`src/rtl/core/tls_pkg.sv`:
```
// Package: constants, register indexes and lookup functions for the traffic light sequencer.
`timescale 1ns / 1ps
package tls_pkg;

  localparam int unsigned POLL_W  = 24;
  localparam int unsigned SLICE_W = 8;
  localparam int unsigned COUNT_W = 3;
  localparam int unsigned PHASE_W = 3;
  localparam int unsigned LED_W   = 4;
  localparam int unsigned CFG_IDX_W  = 3;
  localparam int unsigned CFG_DATA_W = 24;

  localparam logic [POLL_W-1:0]  POLLS_PER_SLICE_RST  = 24'd490001;
  localparam logic [SLICE_W-1:0] SLICES_PER_COUNT_RST = 8'd20;
  localparam logic [COUNT_W-1:0] LONG_COUNT_RST       = 3'd7;
  localparam logic [COUNT_W-1:0] SHORT_COUNT_RST      = 3'd2;
  localparam logic [COUNT_W-1:0] FLASH_COUNT_RST      = 3'd2;

  localparam logic [PHASE_W-1:0] WALK_A_PHASE = 3'd0;
  localparam logic [PHASE_W-1:0] WALK_B_PHASE = 3'd4;
  localparam logic [LED_W-1:0]   PHASE_COUNTER_RST = 4'd1;

  typedef enum logic [CFG_IDX_W-1:0] {
    REG_POLLS_PER_SLICE  = 3'd0,
    REG_SLICES_PER_COUNT = 3'd1,
    REG_LONG_COUNT       = 3'd2,
    REG_SHORT_COUNT      = 3'd3,
    REG_FLASH_COUNT      = 3'd4
  } cfg_reg_t;

  function automatic logic [7:0] lamp_of(input logic [PHASE_W-1:0] p);
    logic [7:0] v;
    case (p)
      3'd0: v = 8'h18;
      3'd1: v = 8'h28;
      3'd2: v = 8'hC8;
      3'd3: v = 8'hA8;
      3'd4: v = 8'h81;
      3'd5: v = 8'h82;
      3'd6: v = 8'h8C;
      3'd7: v = 8'h8A;
      default: v = 8'h00;
    endcase
    return v;
  endfunction

  function automatic logic [7:0] digit_of(input logic [COUNT_W-1:0] c);
    logic [7:0] v;
    case (c)
      3'd0: v = 8'h00;
      3'd1: v = 8'h61;
      3'd2: v = 8'hDB;
      3'd3: v = 8'hF3;
      3'd4: v = 8'h67;
      3'd5: v = 8'hB7;
      3'd6: v = 8'h3F;
      3'd7: v = 8'hE5;
      default: v = 8'h00;
    endcase
    return v;
  endfunction

endpackage

```
`src/rtl/core/tls_if.sv`:
```
// Interfaces: button poll, lamp result and configuration write channels.
`timescale 1ns / 1ps
interface tls_in_if;
  logic valid;
  logic ready;
  logic inner_button;
  logic outer_button_level;
  modport source (output valid, inner_button, outer_button_level, input ready);
  modport sink (input valid, inner_button, outer_button_level, output ready);
endinterface

interface tls_out_if;
  logic       valid;
  logic       ready;
  logic [7:0] lamp_pattern;
  logic [7:0] segment_pattern;
  logic       walk_a_lit;
  logic       walk_b_lit;
  logic [3:0] led_value;
  logic [2:0] phase_index;
  modport source (output valid, lamp_pattern, segment_pattern, walk_a_lit, walk_b_lit,
                  led_value, phase_index, input ready);
  modport sink (input valid, lamp_pattern, segment_pattern, walk_a_lit, walk_b_lit,
                led_value, phase_index, output ready);
endinterface

interface tls_cfg_if;
  logic        valid;
  logic        ready;
  logic [2:0]  index;
  logic [23:0] data;
  modport source (output valid, index, data, input ready);
  modport sink (input valid, index, data, output ready);
endinterface

```
`src/rtl/core/traffic_light_sequencer_unit.sv`:
```
// The result of an accepted poll transaction is registered before it is shown on result_out.
// Throughput: one poll transaction per cycle; the result register takes a new
// transaction whenever it is empty or being drained in the same cycle.
// Reset (rst, synchronous): phase 0 with walk lamp A lit, count at long_count,
// phase counter 1, LEDs dark, registers at their default values, no result held.
`timescale 1ns / 1ps
module traffic_light_sequencer_unit
  import tls_pkg::*;
(
  input  logic       clk,
  input  logic       rst,
  tls_in_if.sink     item_in,
  tls_out_if.source  result_out,
  tls_cfg_if.sink    cfg
);

  logic [POLL_W-1:0]  polls_per_slice;
  logic [SLICE_W-1:0] slices_per_count;
  logic [COUNT_W-1:0] long_count;
  logic [COUNT_W-1:0] short_count;
  logic [COUNT_W-1:0] flash_count;

  logic [PHASE_W-1:0] phase, phase_next;
  logic [COUNT_W-1:0] count_left, count_left_next;
  logic [SLICE_W-1:0] slice_index, slice_index_next;
  logic [POLL_W-1:0]  poll_index, poll_index_next;
  logic [LED_W-1:0]   phase_counter, phase_counter_next;
  logic [LED_W-1:0]   shown_leds, shown_leds_next;
  logic               inner_held, inner_held_next;
  logic               outer_held, outer_held_next;
  logic               walk_a, walk_a_next;
  logic               walk_b, walk_b_next;

  logic               out_valid;
  logic [7:0]         lamp_reg;
  logic [7:0]         segment_reg;
  logic               walk_a_reg;
  logic               walk_b_reg;
  logic [LED_W-1:0]   led_reg;
  logic [PHASE_W-1:0] phase_reg;

  logic               accept;
  logic [POLL_W-1:0]  pps_eff;
  logic [SLICE_W-1:0] spc_eff;
  logic [POLL_W-1:0]  poll_inc;
  logic [SLICE_W-1:0] slice_inc;
  logic [COUNT_W-1:0] count_dec;
  logic [COUNT_W-1:0] load_count;
  logic [PHASE_W-1:0] phase_inc;
  logic               ended;
  logic               count_ended;
  logic               slice_wrap;
  logic               count_wrap;

  assign cfg.ready     = 1'b1;
  assign item_in.ready = !out_valid || result_out.ready;
  assign accept        = item_in.valid && item_in.ready;

  always_ff @(posedge clk) begin
    if (rst) begin
      polls_per_slice  <= POLLS_PER_SLICE_RST;
      slices_per_count <= SLICES_PER_COUNT_RST;
      long_count       <= LONG_COUNT_RST;
      short_count      <= SHORT_COUNT_RST;
      flash_count      <= FLASH_COUNT_RST;
    end else if (cfg.valid) begin
      case (cfg_reg_t'(cfg.index))
        REG_POLLS_PER_SLICE:  polls_per_slice  <= cfg.data;
        REG_SLICES_PER_COUNT: slices_per_count <= cfg.data[SLICE_W-1:0];
        REG_LONG_COUNT:       long_count       <= cfg.data[COUNT_W-1:0];
        REG_SHORT_COUNT:      short_count      <= cfg.data[COUNT_W-1:0];
        REG_FLASH_COUNT:      flash_count      <= cfg.data[COUNT_W-1:0];
        default: ;
      endcase
    end
  end

  assign pps_eff   = (polls_per_slice == '0) ? POLL_W'(1) : polls_per_slice;
  assign spc_eff   = (slices_per_count == '0) ? SLICE_W'(1) : slices_per_count;
  assign poll_inc  = poll_index + POLL_W'(1);
  assign slice_inc = slice_index + SLICE_W'(1);
  assign count_dec = count_left - COUNT_W'(1);
  assign phase_inc = phase + PHASE_W'(1);
  assign slice_wrap = (poll_inc >= pps_eff) || (poll_inc == '0);
  assign count_wrap = slice_wrap && ((slice_inc >= spc_eff) || (slice_inc == '0));
  assign count_ended = count_wrap && (count_dec == '0);

  always_comb begin
    logic outer_release;
    logic [COUNT_W-1:0] raw_count;
    outer_release      = 1'b0;
    raw_count          = '0;
    phase_next         = phase;
    count_left_next    = count_left;
    slice_index_next   = slice_index;
    poll_index_next    = poll_index;
    phase_counter_next = phase_counter;
    shown_leds_next    = shown_leds;
    inner_held_next    = inner_held;
    outer_held_next    = outer_held;
    walk_a_next        = walk_a;
    walk_b_next        = walk_b;
    load_count         = '0;

    if (item_in.inner_button) begin
      inner_held_next = 1'b1;
    end else if (inner_held) begin
      phase_counter_next = PHASE_COUNTER_RST;
      shown_leds_next    = '0;
      inner_held_next    = 1'b0;
    end

    if (!item_in.outer_button_level) begin
      outer_held_next = 1'b1;
    end else if (outer_held) begin
      outer_held_next = 1'b0;
      outer_release   = 1'b1;
    end

    ended = outer_release || count_ended;

    if (!outer_release) begin
      if (slice_wrap) begin
        poll_index_next = '0;
        if (count_wrap) begin
          slice_index_next = '0;
          count_left_next  = count_dec;
        end else begin
          slice_index_next = slice_inc;
        end
        if (!count_ended && (count_left_next <= flash_count)) begin
          if (phase == WALK_A_PHASE) begin
            walk_a_next = slice_index_next[0];
          end else if (phase == WALK_B_PHASE) begin
            walk_b_next = slice_index_next[0];
          end
        end
      end else begin
        poll_index_next = poll_inc;
      end
    end

    if (ended) begin
      shown_leds_next    = phase_counter_next;
      phase_counter_next = phase_counter_next + LED_W'(1);
      phase_next         = phase_inc;
      raw_count          = phase_inc[0] ? short_count : long_count;
      load_count         = (raw_count == '0) ? COUNT_W'(1) : raw_count;
      count_left_next    = load_count;
      slice_index_next   = '0;
      poll_index_next    = '0;
      inner_held_next    = 1'b0;
      outer_held_next    = 1'b0;
      walk_a_next        = (phase_inc == WALK_A_PHASE) && (load_count > flash_count);
      walk_b_next        = (phase_inc == WALK_B_PHASE) && (load_count > flash_count);
    end
  end

  always_ff @(posedge clk) begin
    if (rst) begin
      phase         <= '0;
      count_left    <= LONG_COUNT_RST;
      slice_index   <= '0;
      poll_index    <= '0;
      phase_counter <= PHASE_COUNTER_RST;
      shown_leds    <= '0;
      inner_held    <= 1'b0;
      outer_held    <= 1'b0;
      walk_a        <= (LONG_COUNT_RST > FLASH_COUNT_RST);
      walk_b        <= 1'b0;
    end else if (accept) begin
      phase         <= phase_next;
      count_left    <= count_left_next;
      slice_index   <= slice_index_next;
      poll_index    <= poll_index_next;
      phase_counter <= phase_counter_next;
      shown_leds    <= shown_leds_next;
      inner_held    <= inner_held_next;
      outer_held    <= outer_held_next;
      walk_a        <= walk_a_next;
      walk_b        <= walk_b_next;
    end
  end

  always_ff @(posedge clk) begin
    if (rst) begin
      out_valid <= 1'b0;
    end else if (accept) begin
      out_valid <= 1'b1;
    end else if (result_out.ready) begin
      out_valid <= 1'b0;
    end
  end

  always_ff @(posedge clk) begin
    if (accept) begin
      lamp_reg    <= lamp_of(phase_next);
      segment_reg <= ((phase_next == WALK_A_PHASE) || (phase_next == WALK_B_PHASE)) ?
                     digit_of(count_left_next) : 8'h00;
      walk_a_reg  <= walk_a_next;
      walk_b_reg  <= walk_b_next;
      led_reg     <= shown_leds_next;
      phase_reg   <= phase_next;
    end
  end

  assign result_out.valid           = out_valid;
  assign result_out.lamp_pattern    = lamp_reg;
  assign result_out.segment_pattern = segment_reg;
  assign result_out.walk_a_lit      = walk_a_reg;
  assign result_out.walk_b_lit      = walk_b_reg;
  assign result_out.led_value       = led_reg;
  assign result_out.phase_index     = phase_reg;

  a_accept_gives_result: assert property (@(posedge clk) disable iff (rst)
    accept |=> out_valid)
    else $error("accepted poll produced no result");

  a_count_nonzero: assert property (@(posedge clk) disable iff (rst)
    count_left != '0)
    else $error("count_left reached zero inside a phase");

  a_blank_digit: assert property (@(posedge clk) disable iff (rst)
    (out_valid && (phase_reg != WALK_A_PHASE) && (phase_reg != WALK_B_PHASE))
      |-> (segment_reg == 8'h00))
    else $error("digit shown outside a walk phase");

  a_walk_b_phase: assert property (@(posedge clk) disable iff (rst)
    (out_valid && walk_b_reg) |-> (phase_reg == WALK_B_PHASE))
    else $error("walk lamp B lit outside its phase");

  a_walk_a_phase: assert property (@(posedge clk) disable iff (rst)
    (out_valid && walk_a_reg) |-> (phase_reg == WALK_A_PHASE))
    else $error("walk lamp A lit outside its phase");

endmodule
```
`src/flat_wrapper.sv`:
```
// flat-port wrapper written by rule: the top's interface ports become plain ports
module traffic_light_sequencer_unit_flat import tls_pkg::*;
  (clk, rst, item_in_valid, item_in_inner_button, item_in_outer_button_level, item_in_ready, result_out_valid, result_out_lamp_pattern, result_out_segment_pattern, result_out_walk_a_lit, result_out_walk_b_lit, result_out_led_value, result_out_phase_index, result_out_ready, cfg_valid, cfg_index, cfg_data, cfg_ready);
  tls_in_if item_in_i ();
  tls_out_if result_out_i ();
  tls_cfg_if cfg_i ();
  input  logic clk;
  input  logic rst;
  input wire logic [$bits(item_in_i.valid)-1:0] item_in_valid;
  input wire logic [$bits(item_in_i.inner_button)-1:0] item_in_inner_button;
  input wire logic [$bits(item_in_i.outer_button_level)-1:0] item_in_outer_button_level;
  output wire logic [$bits(item_in_i.ready)-1:0] item_in_ready;
  output wire logic [$bits(result_out_i.valid)-1:0] result_out_valid;
  output wire logic [$bits(result_out_i.lamp_pattern)-1:0] result_out_lamp_pattern;
  output wire logic [$bits(result_out_i.segment_pattern)-1:0] result_out_segment_pattern;
  output wire logic [$bits(result_out_i.walk_a_lit)-1:0] result_out_walk_a_lit;
  output wire logic [$bits(result_out_i.walk_b_lit)-1:0] result_out_walk_b_lit;
  output wire logic [$bits(result_out_i.led_value)-1:0] result_out_led_value;
  output wire logic [$bits(result_out_i.phase_index)-1:0] result_out_phase_index;
  input wire logic [$bits(result_out_i.ready)-1:0] result_out_ready;
  input wire logic [$bits(cfg_i.valid)-1:0] cfg_valid;
  input wire logic [$bits(cfg_i.index)-1:0] cfg_index;
  input wire logic [$bits(cfg_i.data)-1:0] cfg_data;
  output wire logic [$bits(cfg_i.ready)-1:0] cfg_ready;
  assign item_in_i.valid = item_in_valid;
  assign item_in_i.inner_button = item_in_inner_button;
  assign item_in_i.outer_button_level = item_in_outer_button_level;
  assign item_in_ready = item_in_i.ready;
  assign result_out_valid = result_out_i.valid;
  assign result_out_lamp_pattern = result_out_i.lamp_pattern;
  assign result_out_segment_pattern = result_out_i.segment_pattern;
  assign result_out_walk_a_lit = result_out_i.walk_a_lit;
  assign result_out_walk_b_lit = result_out_i.walk_b_lit;
  assign result_out_led_value = result_out_i.led_value;
  assign result_out_phase_index = result_out_i.phase_index;
  assign result_out_i.ready = result_out_ready;
  assign cfg_i.valid = cfg_valid;
  assign cfg_i.index = cfg_index;
  assign cfg_i.data = cfg_data;
  assign cfg_ready = cfg_i.ready;
  traffic_light_sequencer_unit u_core (.clk(clk), .rst(rst), .item_in(item_in_i), .result_out(result_out_i), .cfg(cfg_i));
endmodule
```
`config.mk`:
```
export PLATFORM = sky130hd
export DESIGN_NAME = traffic_light_sequencer_unit_flat
export DESIGN_NICKNAME = d
export VERILOG_FILES = /design/src/rtl/core/tls_pkg.sv /design/src/rtl/core/tls_if.sv /design/src/rtl/core/traffic_light_sequencer_unit.sv /design/src/flat_wrapper.sv
export SDC_FILE = /design/constraint.sdc
export NUM_CORES = 1
export LEC_CHECK = 0
export ABC_AREA = 1
export BUFFER_PORTS_ARGS = -buffer_cell sky130_fd_sc_hd__buf_4
export CORE_MARGIN = 4
export CORE_UTILIZATION = 65
export CTS_CLUSTER_SIZE = 40
export DETAILED_ROUTE_END_ITERATION = 10
export MAX_ROUTING_LAYER = met4
export PLACE_DENSITY = 0.92
export SLEW_MARGIN = 10
export SYNTH_ARGS = -nofsm -noshare
export SYNTH_HDL_FRONTEND = slang
export SYNTH_SLANG_ARGS = --single-unit
export TNS_END_PERCENT = 5
```
`constraint.sdc`:
```
create_clock -name clk -period 11.5 [get_ports clk]
set_clock_uncertainty 0.1 [all_clocks]
set_input_delay 0.575 -clock clk [delete_from_list [all_inputs] [get_ports clk]]
set_output_delay 0.575 -clock clk [all_outputs]
set_load 0.01 [all_outputs]
```
==> reports/results.ini, run 1 <==
[hold_path]
hp-class = in2reg
min_path_cells = 3

[placed_design]
hpwl_um = 11200
io_buffers = 60
place.gp.congestion = 0.990
dpl_worst_slack_ns = 7.27

[critical_path]
crit_path_top_delay_cell = dfxtp_1
rr_worst_depth = 27
cp-start-kind = register
cp_top_family = simple AND/OR/NAND/NOR gates
path_common_cell = nand2_1
cpPeakStageDelay_ns = 0.43
critPathBufInv = 1
cp_max_fo = 7
crit_arrival_ns = 4.79
r2r_slack_ns = 7.00
cp-end-kind = register
worstSetupPathType = reg2reg
cp.depth = 27
cp.required_ns = 11.80

[synth]
syn-num-nets = 1007
synth.distinct_cells = 43
yosysSeqAreaShare_pct = 38.2
postSynthAreaPerCell_um2 = 7.34
yosysWarnings = 0
synthCells = 924
synthArstFlopShare_pct = 0
synth_most_common_cell = nand2_1
synthFlopType = dfxtp_1
ys_ff_latch = 117
synth_top_area_share_pct = 27.1
synth_edf_count = 25
yosys.area.top_type = dfxtp_1
syn_area_mm2 = 0.00679
synth_area_leaders = dfxtp_1 27%, nand2_1 11%, edfxtp_1 11%
synthTopCellsByCount = 207 x nand2_1, 139 x inv_1, 92 x dfxtp_1

[job]
maxCapViolCount = 0

[sta]
min_period_ns = 4.50
rsz0062_at_grt = no
setup_slack_ns = 7.00
hold_viol_final = 0
drv_slew = 0
fin_setup_tns_ns = 0
fmaxAchievable_mhz = 222
worstMarginPinSlew_ns = 1.14
setup_violations = 0
whs_ns = 0.176
finalCritPeriodShare_pct = 39.1
maxSlewHeadroom_pct = 23.5

[floorplan]
core_mm2 = 0.0102
die_height_um = 110
start_util_pct = 66.3
rows = 37
die_area_mm2 = 0.0121
die_x_um = 110
ioPinCount = 62

[routing]
wl_um = 16500
vias = 6365
top_layer = met4
drc = 0
wl_met1_um = 6750
dr.pass1.iters = 6
drtIter0Drc = 692
detail-route-antenna-nets = 0
met3_length_um = 1400
vias_per_cell = 5.65
wl_per_cell_um = 14.7
wl_met2_um = 7880

[cells_and_area]
fin_nets = 1060
drive_gt1_share_pct = 13.6
fill_cells = 700
reg.largest.list = u_core.poll_index (24), u_core.polls_per_slice (24)
areaGrowthSynthToFinish_pct = 15.9
antenna-diode-count = 0

[clock_network]
htreeDepth = 4
cts_tree = built
clk_pin_slew_ns = 0.06
root_buffer = clkbuf_8
numCtsBuffers = 17
postCtsSetupBuffers = 0
cts_resized = 0
clockBufferDepth = 2
hold_buffers = 0
clock_sinks = 117
clk_latency_ns = 0.52

[power_and_ir_drop]
p_leak_uw = 0.00367
p_per_area_mw_per_mm2 = 139
peakVddDrop_mv = 0.119
finalPower_uw = 1090

[grt]
antenna_found_initial = 0
grt_pass1_vias = 5964
grt_max_degree = 53
grt-ovfl-total = 0
grt_pass1_wl_um = 27400
grt_usage_pct = 29.4

[run_status]
status = complete, no violations

cells in the final DEF (no fill, tap or decap), drive strengths merged, types with 9 or more instances in the layout:
cell type / n
nand4: 17
nand3: 49
xor2: 11
o21ai: 62
edfxtp: 25
ha: 49
dfxtp: 92
o211ai: 13
nand2: 223
inv: 145
nor2: 92
buf: 64
a21oi: 85
clkbuf: 22
nor3: 9
worst paths after layout:
check,startpoint,to
worst max-delay path,u_core.poll_index[10]$_SDFFE_PP0P_,u_core.walk_b$_SDFFE_PP0P_
worst min-delay path,cfg_data[18],u_core.polls_per_slice[18]$_SDFFE_PP1P_
worst max register to register,u_core.poll_index[10]$_SDFFE_PP0P_,u_core.walk_b$_SDFFE_PP0P_
worst min register to register,u_core.polls_per_slice[0]$_SDFFE_PP1P_,u_core.polls_per_slice[0]$_SDFFE_PP1P_
tightest hold or removal path, delay by kind of cell:
kind	cells	cell delay, ns
AOI/OAI and AO/OA	1	0.06
buffers and inverters	1	0.08
and+or+nand+nor	1	0.05
where the power goes:
group          leakage [uW]  internal, uW  total (uW)  switching, uW
clock network      0.000282           328         521            193
registers          0.000995           442         451           9.67
logic               0.00239          45.0         117           72.3
logic make-up after synthesis:
group | count (synthesis) | synth area share, %
buffers and inverters | 172 | 10.1
AOI/OAI and AO/OA | 170 | 13.8
xor gates and xnor gates | 13 | 1.95
muxes | 2 | 0.295
other | 1 | 0.0553
adders and majority gates | 49 | 9.03
DFF | 117 | 38.2
and+or+nand+nor | 400 | 26.5
layer usage:
metal	GRT usage [%]	vias to the layer above
met3	6.06	52
li1	-	3121
met1	36.7	2882
met2	47.3	310
met5	-	-
met4	11.1	0
layout make-up:
type	instances	area (um^2)	area share [%]
Inverter	142	536	6.81
Tap cell	136	170	2.16
Multi-Input combinational cell	635	3510	44.6
Sequential cell	117	2590	33.0
Clock buffer	22	464	5.90
Timing Repair Buffer	64	480	6.11
Clock inverter	10	119	1.51
metrics by stage:
stage	utilization, %	instances	cell area, um^2
floorplan	-	924	6790
global placement	71.2	1094	7280
detailed placement	71.2	1094	7280
CTS	76.9	1126	7870
global route	76.9	1126	7870
finish	76.9	1126	7870
Note: power is estimated with default switching activity, not from simulation.
==> inputs of run 2 (changes only) <==
Settings changed: CORE_UTILIZATION 65 to 60, PLACE_DENSITY 0.92 to 0.86.
Clock period 11.5 ns to 4.6 ns, I/O delays scaled along.
==> run 2 against run 1 <==
Effect of this change:
- register-to-register slack got worse by 6.6 ns
- combinational power increased to 2.6 times the previous value
- sequential cell count unchanged
- critical path type unchanged
- largest cell class unchanged
==> reports/results.ini, run 2 (synthesized netlist as in run 1, its figures left out) <==
[grt]
antenna_found_initial = 0  ; unchanged
grt_max_degree = 53  ; unchanged
grt-ovfl-total = 0  ; unchanged
grt_pass1_vias = 5817  ; -2.5%
grt_usage_pct = 26.1  ; -3.3 points
grt_pass1_wl_um = 26800  ; -2.0%

[sta]
worstMarginPinSlew_ns = 0.704  ; -0.436 ns
maxSlewHeadroom_pct = 53.0  ; +30 points
finalCritPeriodShare_pct = 91.0  ; +52 points
setup_violations = 0  ; unchanged
rsz0062_at_grt = no
drv_slew = 0  ; unchanged
min_period_ns = 4.19  ; -0.308 ns
hold_viol_final = 0  ; unchanged
fmaxAchievable_mhz = 239  ; +7.4%
fin_setup_tns_ns = 0  ; unchanged

[routing]
detail-route-antenna-nets = 0  ; unchanged
wl_met1_um = 7080  ; +4.9%
met3_length_um = 1110  ; -21%
wl_um = 16000  ; -3.0%
wl_per_cell_um = 13.9  ; -5.4%
vias_per_cell = 5.44  ; -3.7%
top_layer = met4
drtIter0Drc = 488  ; -29%
dr.pass1.iters = 6  ; unchanged
drc = 0  ; unchanged
wl_met2_um = 7460  ; -5.4%
vias = 6279  ; -1.4%

[floorplan]
die_height_um = 114  ; +3.8%
core_mm2 = 0.0109  ; +6.9%
die_area_mm2 = 0.0131  ; +7.7%
start_util_pct = 62.1  ; -4.3 points
rows = 38  ; +2.7%
die_x_um = 114  ; +3.8%
ioPinCount = 62  ; unchanged

[clock_network]
clk_pin_slew_ns = 0.06  ; about the same
htreeDepth = 4  ; unchanged
cts_tree = built
root_buffer = clkbuf_16
clk_latency_ns = 0.42  ; -0.10 ns
clock_sinks = 117  ; unchanged
clockBufferDepth = 2  ; unchanged
numCtsBuffers = 17  ; unchanged

[critical_path]
path_common_cell = nand2_1
crit_arrival_ns = 4.24  ; -0.55 ns
cp.required_ns = 4.65  ; -7.15 ns
cp-start-kind = register
crit_path_top_delay_cell = dfxtp_1
worstSetupPathType = reg2reg
cpPeakStageDelay_ns = 0.41  ; -0.02 ns
rr_worst_depth = 24  ; -11%
cp_max_fo = 7  ; unchanged
worstPathCellList = nand2_1 > nor2_1 > nand2_1 > o21ai_1 > nand2_1 > ha_1 > nand2_1 > nor2_1 > nand4_1 > nor3_1 > nand2_1 > nand3_1 > a21oi_2 > nand2_4 > nand2_2 > o21ai_1 > inv_1 > ha_1 > a21oi_1 > o21ai_0 > nand2_1 > nand2_1 > o21ai_0 > nand3_1
cp-end-kind = register

[cells_and_area]
reg.largest.list = u_core.poll_index (24), u_core.polls_per_slice (24)
drive_gt1_share_pct = 13.9  ; +0.27 points
fill_cells = 807  ; +15%
final_common_cell = nand2_1
final_core_util_pct = 74.0  ; -2.9 points
final_area_mm2 = 0.00809  ; +2.8%
final_cells = 1154  ; +2.5%
layout_common_cells = 207 x nand2_1, 139 x inv_1, 92 x dfxtp_1
antenna-diode-count = 0  ; unchanged
fin_nets = 1084  ; +2.3%
areaGrowthSynthToFinish_pct = 19.2

[placed_design]
place_area_mm2 = 0.00730  ; +0.27%
io_buffers = 60  ; unchanged
dp_cells = 1100  ; +0.55%
place.gp.congestion = 0.926  ; -6.4%
hpwl_um = 10900  ; -3.3%

[run_status]
status = complete, no violations

[power_and_ir_drop]
p_seq_share_pct = 42.1  ; +0.7 points
peakVddDrop_mv = 0.250  ; +110%
internal-power_uw = 1970  ; +140%
comb_power_share_pct = 11.5  ; +0.7 points
finalPower_uw = 2680  ; +150%
switching_power_uw = 704  ; +160%
p_per_area_mw_per_mm2 = 331  ; +140%
clockPowerShare_pct = 46.4  ; -1.4 points
swShare_pct = 26.3  ; +1.1 points
p_leak_uw = 0.00376  ; +2.6%

[job]
maxCapViolCount = 0  ; unchanged

[hold_path]
min_path_cells = 3  ; unchanged
hp-class = in2reg

run 2: cell count changes in the layout (fill, tap and decap cells not counted), moves of 2 or more:
cell,delta
dlygate4sd3_1,+22
clkinv_2,+3
inv_4,-2
clkbuf_1,-3
clkbuf_8,-2
buf_4,+2
clkinv_4,+3
run 2: power by group through the flow:
stage	registers, uW	clock network (uW)	logic (uW)
floorplan	1150	0	179
global placement	1150	0	279
detailed placement	1150	0	287
CTS	1130	1250	305
global route	1130	1300	345
finish	1130	1240	308
run 2: worst paths after layout:
| kind | slack [ns] | to | start |
|---|---|---|---|
| worst max-delay path | 0.41 | u_core.result_out.walk_b_lit$_DFFE_PP_ | u_core.poll_index[10]$_SDFFE_PP0P_ |
| worst min register to register | 0.36 | u_core.polls_per_slice[0]$_SDFFE_PP1P_ | u_core.polls_per_slice[0]$_SDFFE_PP1P_ |
| worst min-delay path | 0.008 | u_core.slices_per_count[3]$_SDFFE_PP0P_ | cfg_data[3] |
| worst max register to register | 0.41 | u_core.result_out.walk_b_lit$_DFFE_PP_ | u_core.poll_index[10]$_SDFFE_PP0P_ |
run 2: layout make-up:
| cell class | instances | area, um^2 | area share (%) |
|---|---|---|---|
| clock buffers | 17 | 425 | 5.26 |
| inverters | 142 | 536 | 6.62 |
| well taps | 140 | 175 | 2.17 |
| clock inverters | 15 | 130 | 1.61 |
| repair buffers | 88 | 716 | 8.85 |
| multi-input cells | 635 | 3520 | 43.5 |
| flip-flops and latches | 117 | 2590 | 32.0 |
run 2: through the flow:
stage / worst slack [ns] / hold WS [ns]
after floorplan: 0.874 / 0.256
after global placement: 0.546 / 0.344
after detailed placement: 0.448 / 0.342
after CTS: 0.320 / 0.00476
after global routing: 0.0257 / 0.0262
final: 0.413 / 0.00844
run 2: routing by layer:
layer / vias to the layer above / global-route usage, %
li1: 3167 / -
met1: 2853 / 34.0
met5: - / -
met2: 228 / 40.8
met4: 0 / 9.18
met3: 31 / 4.92
run 2: worst max-delay path, delay by kind of cell, from the launching register on:
kind | cells | cell delay, ns
AND/OR/NAND/NOR | 15 | 1.95
AO/OA/AOI/OAI | 6 | 0.80
adder cells (fa/ha/maj) | 2 | 0.61
flip-flops | 1 | 0.41
buffers and inverters | 1 | 0.06
run 2: timing repair:
item,in CTS,in global routing
hold buffers,22,0
buffers inserted,0,0
resized for setup,0,3
endpoints found under the hold margin,31,0
endpoints found under the setup margin,0,4
